## config.mk

```make
export PLATFORM = sky130hd
export DESIGN_NAME = gregorian_date_add_days
export DESIGN_NICKNAME = d
export VERILOG_FILES = /design/src/sv/gdad_pkg.sv /design/src/sv/gdad_useq.sv /design/src/sv/gdad_dpath.sv /design/src/sv/gregorian_date_add_days.sv
export SDC_FILE = /design/constraint.sdc
export NUM_CORES = 1
export LEC_CHECK = 0
export BUFFER_PORTS_ARGS = -buffer_cell sky130_fd_sc_hd__buf_2
export CORE_MARGIN = 4
export CORE_UTILIZATION = 43
export CTS_BUF_LIST = sky130_fd_sc_hd__clkbuf_8
export DETAILED_ROUTE_END_ITERATION = 7
export HOLD_SLACK_MARGIN = 0.05
export SKIP_CTS_REPAIR_TIMING = 1
export SLEW_MARGIN = 0
export SYNTH_ARGS = -nofsm -noshare
export SYNTH_HDL_FRONTEND = slang
export SYNTH_SLANG_ARGS = --single-unit
```

## constraint.sdc

```tcl
create_clock -name clk -period 6.1 [get_ports clk]
set_input_delay 0.61 -clock clk [delete_from_list [all_inputs] [get_ports clk]]
set_output_delay 0.61 -clock clk [all_outputs]
set_load 0.03 [all_outputs]
```

## src/sv/gdad_pkg.sv

```systemverilog
package gdad_pkg;

	// Datapath widths
	localparam int TOT_W  = 16;   // ordinal sum: 31 + 366 + 32767 fits
	localparam int YEAR_W = 15;   // start year plus roll-over stays below 2^15
	localparam int PC_W   = 3;

	localparam logic [YEAR_W-1:0] YEARS_PER_CYCLE = YEAR_W'(400);
	localparam logic [YEAR_W-1:0] LAST_CYCLE_YEAR = YEAR_W'(399);
	localparam logic [YEAR_W-1:0] CENTURY_1       = YEAR_W'(100);
	localparam logic [YEAR_W-1:0] CENTURY_2       = YEAR_W'(200);
	localparam logic [YEAR_W-1:0] CENTURY_3       = YEAR_W'(300);

	localparam logic [3:0] MONTH_JAN = 4'd1;
	localparam logic [3:0] MONTH_FEB = 4'd2;
	localparam logic [3:0] MONTH_DEC = 4'd12;

	typedef logic [PC_W-1:0] pc_t;

	// Datapath operations selected by the control word
	typedef enum logic [2:0] {
		OP_LOAD,
		OP_REDUCE,
		OP_ORD,
		OP_MRESET,
		OP_WALK,
		OP_EMIT,
		OP_NOP
	} op_t;

	// Jump conditions of the control word
	typedef enum logic [2:0] {
		C_NEVER,
		C_ALWAYS,
		C_NO_ITEM,
		C_Y_BIG,
		C_ORD_MORE,
		C_WALK_MORE,
		C_OUT_BUSY
	} cond_t;

	typedef struct packed {
		op_t   op;
		cond_t cond;
		pc_t   target;
	} ucw_t;

	typedef struct packed {
		op_t  op;
		logic load;
		logic emit;
	} dp_ctrl_t;

	typedef struct packed {
		logic y_big;
		logic ord_more;
		logic walk_more;
	} dp_stat_t;

	// Month length; months outside 1..12 have no days
	function automatic logic [4:0] month_len(input logic [3:0] m, input logic leap);
		logic [4:0] len;
		begin
			unique case (m)
				4'd1, 4'd3, 4'd5, 4'd7, 4'd8, 4'd10, 4'd12: len = 5'd31;
				4'd4, 4'd6, 4'd9, 4'd11:                   len = 5'd30;
				MONTH_FEB:                                 len = leap ? 5'd29 : 5'd28;
				default:                                   len = 5'd0;
			endcase
			return len;
		end
	endfunction

endpackage

```

## src/sv/gdad_useq.sv

```systemverilog
module gdad_useq (
	input  logic                clk,
	input  logic                arst_n,
	input  logic                in_valid,
	input  logic                out_busy,
	input  gdad_pkg::dp_stat_t  stat,
	output gdad_pkg::dp_ctrl_t  ctrl
);

	gdad_pkg::pc_t  pc_q;
	gdad_pkg::pc_t  pc_d;
	gdad_pkg::ucw_t ucw;
	logic           jump;

	// Read the control word for the current step
	always_comb begin
		unique case (pc_q)
			3'd0:    ucw = '{gdad_pkg::OP_LOAD,   gdad_pkg::C_NO_ITEM,   3'd0};
			3'd1:    ucw = '{gdad_pkg::OP_REDUCE, gdad_pkg::C_Y_BIG,     3'd1};
			3'd2:    ucw = '{gdad_pkg::OP_ORD,    gdad_pkg::C_ORD_MORE,  3'd2};
			3'd3:    ucw = '{gdad_pkg::OP_MRESET, gdad_pkg::C_NEVER,     3'd0};
			3'd4:    ucw = '{gdad_pkg::OP_WALK,   gdad_pkg::C_WALK_MORE, 3'd4};
			3'd5:    ucw = '{gdad_pkg::OP_EMIT,   gdad_pkg::C_OUT_BUSY,  3'd5};
			3'd6:    ucw = '{gdad_pkg::OP_NOP,    gdad_pkg::C_ALWAYS,    3'd0};
			default: ucw = '{gdad_pkg::OP_NOP,    gdad_pkg::C_ALWAYS,    3'd0};
		endcase
	end

	// Evaluate the jump condition
	always_comb begin
		unique case (ucw.cond)
			gdad_pkg::C_NEVER:     jump = 1'b0;
			gdad_pkg::C_ALWAYS:    jump = 1'b1;
			gdad_pkg::C_NO_ITEM:   jump = !in_valid;
			gdad_pkg::C_Y_BIG:     jump = stat.y_big;
			gdad_pkg::C_ORD_MORE:  jump = stat.ord_more;
			gdad_pkg::C_WALK_MORE: jump = stat.walk_more;
			gdad_pkg::C_OUT_BUSY:  jump = out_busy;
			default:               jump = 1'b1;
		endcase
	end

	assign pc_d = jump ? ucw.target : pc_q + 1'b1;

	// Drive the datapath
	always_comb begin
		ctrl.op   = ucw.op;
		ctrl.load = (ucw.op == gdad_pkg::OP_LOAD) && in_valid;
		ctrl.emit = (ucw.op == gdad_pkg::OP_EMIT) && !out_busy;
	end

	// Advance the step counter
	always_ff @(posedge clk or negedge arst_n) begin
		if (!arst_n) begin
			pc_q <= '0;
		end else begin
			pc_q <= pc_d;
		end
	end

endmodule

```

## src/sv/gdad_dpath.sv

```systemverilog
module gdad_dpath (
	input  logic               clk,
	input  gdad_pkg::dp_ctrl_t ctrl,
	input  logic [4:0]         start_day,
	input  logic [3:0]         start_month,
	input  logic [13:0]        start_year,
	input  logic [14:0]        days_to_add,
	output gdad_pkg::dp_stat_t stat,
	output logic [4:0]         day_o,
	output logic [3:0]         month_o,
	output logic [13:0]        year_o
);

	logic [gdad_pkg::TOT_W-1:0]  tot_q;
	logic [3:0]                  mon_q;
	logic [3:0]                  smon_q;
	logic [gdad_pkg::YEAR_W-1:0] year_q;
	logic [gdad_pkg::YEAR_W-1:0] yrem_q;   // year modulo 400 once reduced
	logic                        leap;
	logic [4:0]                  len;
	logic [gdad_pkg::TOT_W-1:0]  len_w;

	// Leap year from the year's place in the 400-year cycle
	assign leap = (yrem_q[1:0] == 2'b00) && (yrem_q != gdad_pkg::CENTURY_1)
		&& (yrem_q != gdad_pkg::CENTURY_2) && (yrem_q != gdad_pkg::CENTURY_3);
	assign len   = gdad_pkg::month_len(mon_q, leap);
	assign len_w = gdad_pkg::TOT_W'(len);

	always_comb begin
		stat.y_big     = yrem_q >= gdad_pkg::YEARS_PER_CYCLE;
		stat.ord_more  = mon_q < smon_q;
		stat.walk_more = tot_q > len_w;
	end

	// Execute the current operation
	always_ff @(posedge clk) begin
		unique case (ctrl.op)
			gdad_pkg::OP_LOAD: begin
				if (ctrl.load) begin
					tot_q  <= gdad_pkg::TOT_W'(start_day) + gdad_pkg::TOT_W'(days_to_add);
					mon_q  <= gdad_pkg::MONTH_JAN;
					smon_q <= start_month;
					year_q <= gdad_pkg::YEAR_W'(start_year);
					yrem_q <= gdad_pkg::YEAR_W'(start_year);
				end
			end
			gdad_pkg::OP_REDUCE: begin
				if (stat.y_big) begin
					yrem_q <= yrem_q - gdad_pkg::YEARS_PER_CYCLE;
				end
			end
			gdad_pkg::OP_ORD: begin
				if (stat.ord_more) begin
					tot_q <= tot_q + len_w;
					mon_q <= mon_q + 4'd1;
				end
			end
			gdad_pkg::OP_MRESET: begin
				mon_q <= gdad_pkg::MONTH_JAN;
			end
			gdad_pkg::OP_WALK: begin
				if (stat.walk_more) begin
					tot_q <= tot_q - len_w;
					if (mon_q == gdad_pkg::MONTH_DEC) begin
						mon_q  <= gdad_pkg::MONTH_JAN;
						year_q <= year_q + 1'b1;
						yrem_q <= (yrem_q == gdad_pkg::LAST_CYCLE_YEAR) ? '0 : yrem_q + 1'b1;
					end else begin
						mon_q <= mon_q + 4'd1;
					end
				end
			end
			gdad_pkg::OP_EMIT, gdad_pkg::OP_NOP: begin
			end
			default: begin
			end
		endcase
	end

	assign day_o   = tot_q[4:0];
	assign month_o = mon_q;
	assign year_o  = year_q[13:0];

endmodule

```

## src/sv/gregorian_date_add_days.sv

```systemverilog
// Adds a day count to a Gregorian date and returns the resulting date, with
// leap years by the 4/100/400 rule and out-of-range days rolled forward. A
// small control program steps one datapath: it takes the item, reduces the
// start year by 400 at a time to place it in the 400-year leap cycle, adds
// the months before the start month, restarts at January, walks forward one
// month per cycle with the year rolled after December, then loads the result
// register, waiting while an earlier result is held under stall, and returns.
// The input stays stalled from the item taken until the program returns, and
// the month walk mostly sets how long an item takes.
// A finished result waits in the output register while the next item is taken.
module gregorian_date_add_days (
	input  logic        clk,
	input  logic        arst_n,
	input  logic        in_valid,
	output logic        in_stall,
	input  logic [4:0]  start_day,
	input  logic [3:0]  start_month,
	input  logic [13:0] start_year,
	input  logic [14:0] days_to_add,
	output logic        out_valid,
	input  logic        out_stall,
	output logic [4:0]  result_day,
	output logic [3:0]  result_month,
	output logic [13:0] result_year
);

	gdad_pkg::dp_ctrl_t ctrl;
	gdad_pkg::dp_stat_t stat;
	logic               out_valid_q;
	logic               out_busy;
	logic [4:0]         day_w;
	logic [3:0]         month_w;
	logic [13:0]        year_w;

	assign out_busy = out_valid_q && out_stall;
	assign in_stall = ctrl.op != gdad_pkg::OP_LOAD;

	gdad_useq u_useq (
		.clk      (clk),
		.arst_n   (arst_n),
		.in_valid (in_valid),
		.out_busy (out_busy),
		.stat     (stat),
		.ctrl     (ctrl)
	);

	gdad_dpath u_dpath (
		.clk         (clk),
		.ctrl        (ctrl),
		.start_day   (start_day),
		.start_month (start_month),
		.start_year  (start_year),
		.days_to_add (days_to_add),
		.stat        (stat),
		.day_o       (day_w),
		.month_o     (month_w),
		.year_o      (year_w)
	);

	// Hold the result item until it is taken
	always_ff @(posedge clk or negedge arst_n) begin
		if (!arst_n) begin
			out_valid_q <= 1'b0;
		end else if (ctrl.emit) begin
			out_valid_q <= 1'b1;
		end else if (!out_stall) begin
			out_valid_q <= 1'b0;
		end
	end

	always_ff @(posedge clk) begin
		if (ctrl.emit) begin
			result_day   <= day_w;
			result_month <= month_w;
			result_year  <= year_w;
		end
	end

	assign out_valid = out_valid_q;

	// An accepted item keeps the input stalled in the next cycle
	a_busy_after_accept: assert property (@(posedge clk) disable iff (!arst_n)
		(in_valid && !in_stall) |=> in_stall)
		else $error("input not stalled after item accepted");

	// A result month always lies in January..December
	a_month_range: assert property (@(posedge clk) disable iff (!arst_n)
		out_valid |-> (result_month >= gdad_pkg::MONTH_JAN && result_month <= gdad_pkg::MONTH_DEC))
		else $error("result month out of range");

	// A result leaves only when taken
	a_no_drop: assert property (@(posedge clk) disable iff (!arst_n)
		$fell(out_valid) |-> $past(!out_stall))
		else $error("result dropped while stalled");

endmodule

```

# ---- Yosys cells after proc, flatten, opt, wreduce, memory -nomap -nowiden
# Cells that the tools add are included.
dict set report totals {
  output_inout_bits 25
  register_bits 81
  word_cells 107
}
dict set report op_classes {
  reduce_logical 24
  n_lt_le_gt_ge 3
  n_addsub 8
  n_eq_ne 37
  muxes 25
}
# cell count
set ops {}
lappend ops {{$mux W15} 7}
lappend ops {{$pmux W9 S6} 1}
lappend ops {{$mux W16} 3}
lappend ops {{$pmux W16 S3} 1}
lappend ops {{$pmux W15 S3} 1}
lappend ops {{$add A15 B1 Y15 const B} 2}
lappend ops {{$pmux W15 S2} 1}
lappend ops {{$eq A3 B3 Y1 const B} 7}
lappend ops {{$eq A4 B4 Y1 const B} 5}
lappend ops {{$eq A3 B2 Y1 const B} 6}
lappend ops {{$add A16 B5 Y16} 1}
lappend ops {{$add A5 B15 Y16} 1}
lappend ops {{$eq A4 B3 Y1 const B} 4}
lappend ops {{$gt A16 B5 Y1} 1}
lappend ops {{$mux W4} 4}
lappend ops {{$pmux W4 S4} 1}
lappend ops {{$sub A16 B5 Y16} 1}
lappend ops {{$eq A15 B9 Y1 const B} 1}
lappend ops {{$ge A15 B9 Y1 const B} 1}
lappend ops {{$ne A15 B7 Y1 const B} 1}
lappend ops {{$ne A15 B8 Y1 const B} 1}
lappend ops {{$ne A15 B9 Y1 const B} 1}
lappend ops {{$pmux W5 S3} 1}
lappend ops {{$sub A15 B9 Y15 const B} 1}
lappend ops {{other kinds (23)} 43}

# ---- Longest topological paths before layout
dict set report depth {
  depth_word 9
  mapped_depth 16
  ltp_nobuf 16
}

# ---- Cells and area by module
# From an unflattened synthesis, not the netlist that was laid out.
dict set report hier_totals {
  cells_unflattened 611
  hier_area_um2 5836.8
}
# module instances area_per_inst_um2 cells_per_inst
set by_module_without_submodules {}
lappend by_module_without_submodules {gdad_dpath 1 4573.1 526}
lappend by_module_without_submodules {gregorian_date_add_days 1 735.7 27}
lappend by_module_without_submodules {gdad_useq 1 528.0 58}

# ---- Worst setup path before layout
# OpenSTA, ideal clock, no wires.
dict set report synth_timing {
  kind {register -> register}
  startpoint {reg u_dpath.yrem_q[9] (netlist name)}
  endpoint {reg u_dpath.tot_q[0] (netlist name) (enable)}
  required_ns 5.706
  setup_slack_ns 2.123
  arrival_ns 3.583
  setup_ns 0.394
  period_less_slack_ns 3.977
  stages_incl_launch_ff 15
  path_buffers 1
  cell_sequence {edfxtp_1 -> buf_6 -> or4_4 -> or3_4 -> nor3_1 -> o221ai_1 -> ha_1 -> inv_1 -> fa_1 -> nand3b_1 -> nand2_1 -> o21a_1 -> or2_2 -> o221ai_1 -> a21oi_1}
}
dict set report synth_between {
  elab_chain_cells 9
  elab_cells_between_ends 11
  classes_between {1 x order compare; 4 x eq/ne; 2 x mux; 4 x reduce/logical}
}
# element line
set synth_rtl {}
lappend synth_rtl {{from (decl)} gdad_dpath.sv:18} ;# logic [gdad_pkg::YEAR_W-1:0] yrem_q;
lappend synth_rtl {{from (signal assigned)} gdad_dpath.sv:44} ;# yrem_q <= gdad_pkg::YEAR_W'(start_year);
lappend synth_rtl {{from (signal assigned)} gdad_dpath.sv:49} ;# yrem_q <= yrem_q - gdad_pkg::YEARS_PER_CYCLE;
lappend synth_rtl {{from (signal assigned)} gdad_dpath.sv:67} ;# yrem_q <= (yrem_q == gdad_pkg::LAST_CYCLE_YEAR) ? '0 : yrem_q + 1'b1;
lappend synth_rtl {{$ne A15 B7 Y1} gdad_dpath.sv:24} ;# assign leap = (yrem_q[1:0] == 2'b00) && (yrem_q != gdad_pkg::CENTURY_1)
lappend synth_rtl {{$logic_and A1 B1 Y1} gdad_dpath.sv:24}
lappend synth_rtl {{$logic_and A1 B1 Y1} gdad_dpath.sv:25} ;# && (yrem_q != gdad_pkg::CENTURY_2) && (yrem_q != gdad_pkg::CENTURY_3);
lappend synth_rtl {{$logic_and A1 B1 Y1 *} gdad_dpath.sv:25}
lappend synth_rtl {{$mux W1 *} gdad_pkg.sv:67} ;# MONTH_FEB: len = leap ? 5'd29 : 5'd28;
lappend synth_rtl {{$pmux W5 S3 *} gdad_pkg.sv:64} ;# unique case (m)
lappend synth_rtl {{$gt A16 B5 Y1 *} gdad_dpath.sv:32} ;# stat.walk_more = tot_q > len_w;
lappend synth_rtl {{$ne A2 B2 Y1 (no line) *} n/a}
lappend synth_rtl {{$reduce_and A4 Y1 (no line) *} n/a}
lappend synth_rtl {{to (signal assigned)} gdad_dpath.sv:40} ;# tot_q <= gdad_pkg::TOT_W'(start_day) + gdad_pkg::TOT_W'(days_to_add);
lappend synth_rtl {{to (signal assigned)} gdad_dpath.sv:54} ;# tot_q <= tot_q + len_w;
lappend synth_rtl {{to (signal assigned)} gdad_dpath.sv:63} ;# tot_q <= tot_q - len_w;
lappend synth_rtl {{to (decl)} gdad_dpath.sv:14} ;# logic [gdad_pkg::TOT_W-1:0] tot_q;
# Mark *: on every way between the ends. The rest lies on a longest branch, timed or not.
# A chain may end at the register's enable or synchronous reset.

# ---- Final worst setup path
dict set report layout_timing {
  startpoint {reg u_dpath.yrem_q[9] (netlist name)}
  endpoint {reg u_dpath.year_q[11] (netlist name) (enable)}
}
dict set report layout_between {
  elab_chain_cells 9
  elab_cells_between_ends 11
  classes_between {1 x order compare; 4 x eq/ne; 2 x mux; 4 x reduce/logical}
}
# element line
set layout_rtl {}
lappend layout_rtl {{$ne A15 B7 Y1} gdad_dpath.sv:24}
lappend layout_rtl {{$logic_and A1 B1 Y1} gdad_dpath.sv:24}
lappend layout_rtl {{$logic_and A1 B1 Y1} gdad_dpath.sv:25}
lappend layout_rtl {{$logic_and A1 B1 Y1 *} gdad_dpath.sv:25}
lappend layout_rtl {{$mux W1 *} gdad_pkg.sv:67}
lappend layout_rtl {{$pmux W5 S3 *} gdad_pkg.sv:64}
lappend layout_rtl {{$gt A16 B5 Y1 *} gdad_dpath.sv:32}
lappend layout_rtl {{$ne A2 B2 Y1 (no line) *} n/a}
lappend layout_rtl {{$reduce_and A4 Y1 (no line) *} n/a}
lappend layout_rtl {{to (signal assigned)} gdad_dpath.sv:43} ;# year_q <= gdad_pkg::YEAR_W'(start_year);
lappend layout_rtl {{to (signal assigned)} gdad_dpath.sv:66} ;# year_q <= year_q + 1'b1;
lappend layout_rtl {{to (decl)} gdad_dpath.sv:17} ;# logic [gdad_pkg::YEAR_W-1:0] year_q;
# Marks and branches as above.

==> qor.txt <==
Yosys cell types -> 66
ANT cells -> 0
ys async rst share -> 5.000%
family with the most delay on the worst path -> simple AND/OR/NAND/NOR gates
Initial Util -> 44.35%
CP Max Fanout -> 14
fmax -> 0.2259 GHz
Top Ports -> 67
clk slew on worst S/H paths -> 0.07 ns
Synth Area per Inst -> 9.679 sq um
clock latency at the later pin of the worst-skew pair -> 0.36 ns
worst endpoint data arrival time -> 4.39 ns
Die W -> 122.6 microns
CP startpoint kind -> register
unrepaired setup endpoints after global routing -> no
highest-delay cell along the critical path -> nor2_1
Port Buf Inserts -> 66
CTS buffer count -> 9
Detail Route Antenna Nets -> 0
Detailed Route Iter0 Violations -> 305
maxcap violations -> 0
Worst Skew -> 0.01749 ns
crit-path cells -> or4_4 -> or3_4 -> nor3_1 -> o221ai_1 -> ha_1 -> inv_1 -> fa_1 -> nand3b_1 -> nand2_1 -> o21a_1 -> or2_2 -> o221ai_1 -> nor2_1
post-layout minimum cycle time -> 4.427 ns
total gr overflow -> 0
Synth Cell Area -> 0.005643 sq mm
run status -> complete, no violations
Setup Crit Path Kind -> register to register
CP required -> 6.07 ns
CP max stage delay -> 0.89 ns
Clock Tree Root -> clkbuf_8
Core Util, Final -> 49.68%
Worst Setup End Kind -> register
layout cells sized above 1 -> 15.65%
clk buf depth -> 2
DIE HEIGHT -> 122.6 microns
vias -> 4,628
pin count of the biggest net entering global routing -> 47
Static Leak -> 2.356 nW
routed wire length -> 13,500 microns
number of cell rows -> 41
Core Area -> 0.01272 sq mm
Slew @ Worst Pin -> 1.260 ns
TritonCTS clock tree -> yes
HPWL after DPL -> 10,240 microns
setup TNS -> 0 ns
number of flops mapped to enable cells by yosys -> 76
Max rail drop VDD -> 0.1164 mV
DIE AREA -> 0.01502 sq mm
Final GP Congestion -> 0.8570
period utilisation layout -> 72.58%
synth warn -> 0
HP Class -> primary input to register
Slew HR -> 15.10%
vias per cell -> 5.707
initial antenna violation count -> 0
number of global-route vias before repair -> 4,551
first-pass GRT wire length -> 22,290 microns
DRC violations left -> 0
area leader, netlist -> edfxtp_1
clk sink count -> 80
CP dominant cell by count -> o221ai_1
Area contributors post-synth -> edfxtp_1, ha_1, o21ai_0
H-tree depth -> 3
fin. max-slew vios -> 0
synthesis-stage register bit count -> 80
ys flop type -> edfxtp_1
Bufs and invs on worst path -> 1
DRT Pass-1 Iters -> 5
Wirelength per Cell -> 16.64 microns
commonest non-fill, non-tap cells in the layout -> edfxtp_1, buf_2, nand2_1
gr usage total -> 18.65%
Final Hold Fails -> 0
post-synthesis sequential area ratio -> 42.22%
Post-Syn Instances -> 583
Layout area overhead -> 12.00%
Mapped Nets -> 664
commonest non-fill, non-tap cell in the layout -> edfxtp_1
top cell type's share of synthesized area -> 40.44%
fin nets -> 716
power per cell area -> 167.4 mW/mm^2
final setup fails -> 0
-- layer usage --
layer	share of wire (%)	vias to the layer above	global-route usage (%)
met1	46	2179	25.40
met5	0	-	0
met2	46	150	29.92
met3	6.0	18	4.147
met4	1.6	0	5.388
li1	-	2281	-
-- cell type report --
cell class              instances  area [sq um]
clock buffers                   9         123.9
multi-input cells             445          3037
well taps                     172         215.2
clock inverters                 6         86.33
fillers                      1209          6402
inverters                      28         105.1
flip-flops and latches         80          2382
repair buffers                 71         370.4
-- kinds of logic after synthesis --
| family | count (synthesis) | share of synthesized area [%] |
|---|---|---|
| fa+ha+maj | 39 | 9.047 |
| compound gates | 163 | 19.53 |
| flops | 80 | 42.22 |
| xor+xnor | 48 | 7.450 |
| simple gates | 192 | 17.16 |
| mux | 3 | 0.5543 |
| buf+inv | 58 | 4.035 |
-- report_power, final --
| group | leakage (nW) | switching [mW] | internal (mW) |
|---|---|---|---|
| combinational | 1.40 | 0.0233 | 0.0196 |
| clock | 0.110 | 0.195 | 0.228 |
| sequential | 0.850 | 0.0000000000000000277 | 0.592 |
| total | 2.36 | 0.219 | 0.839 |
-- final timing paths --
| check | slack (ns) | from | end | cells after the start |
|---|---|---|---|---|
| setup / recovery | 1.67 | u_dpath.yrem_q[9] | u_dpath.year_q[11] | 13 |
| hold / removal | 0.44 | start_month[2] | u_dpath.smon_q[2] | 1 |
| setup reg to reg | 1.67 | u_dpath.yrem_q[9] | u_dpath.year_q[11] | 13 |
| hold reg to reg | 0.46 | u_dpath.year_q[13] | result_year[13] | 0 |
| max in group asynchronous | 5.41 | arst_n | u_useq.pc_q[2] | 2 |
| min in group asynchronous | 0.58 | arst_n | u_useq.pc_q[1] | 2 |
-- through the flow --
step | std cells | hold WS (ns) | cell area, sq um | total power [mW] | setup WS [ns]
CTS | 810 | 0.03376 | 6310 | 1.066 | 1.679
global route | 811 | 0.4173 | 6320 | 1.099 | 1.290
detailed placement | 795 | 0.4199 | 6100 | 0.6465 | 1.695
global placement | 795 | 0.4174 | 6100 | 0.6453 | 1.838
finish | 811 | 0.4385 | 6320 | 1.058 | 1.673
floorplan | 583 | 0.3144 | 5643 | 0.6226 | 2.123
-- synthesized netlist by cell type, drive strengths merged (7+ instances only) --
cell,n
edfxtp,76
nand2,55
o21ai,52
nor2,38
ha,36
inv,28
a21oi,27
clkbuf,26
xnor2,25
xor2,23
nand3,15
nor3,15
and3,12
nor2b,11
o221ai,10
o211ai,8
nand4,7
nor4,7
-- state kept, by name, indices dropped and copies added (netlist names) --
signal and count:
u_dpath.tot_q 16, u_dpath.yrem_q 15, result_year 14, u_dpath.year_q 14, result_day 5, result_month 4, u_dpath.month_o 4, u_dpath.smon_q 4
u_useq.pc_q 3, out_valid 1
(Power assumes the default switching activity.)
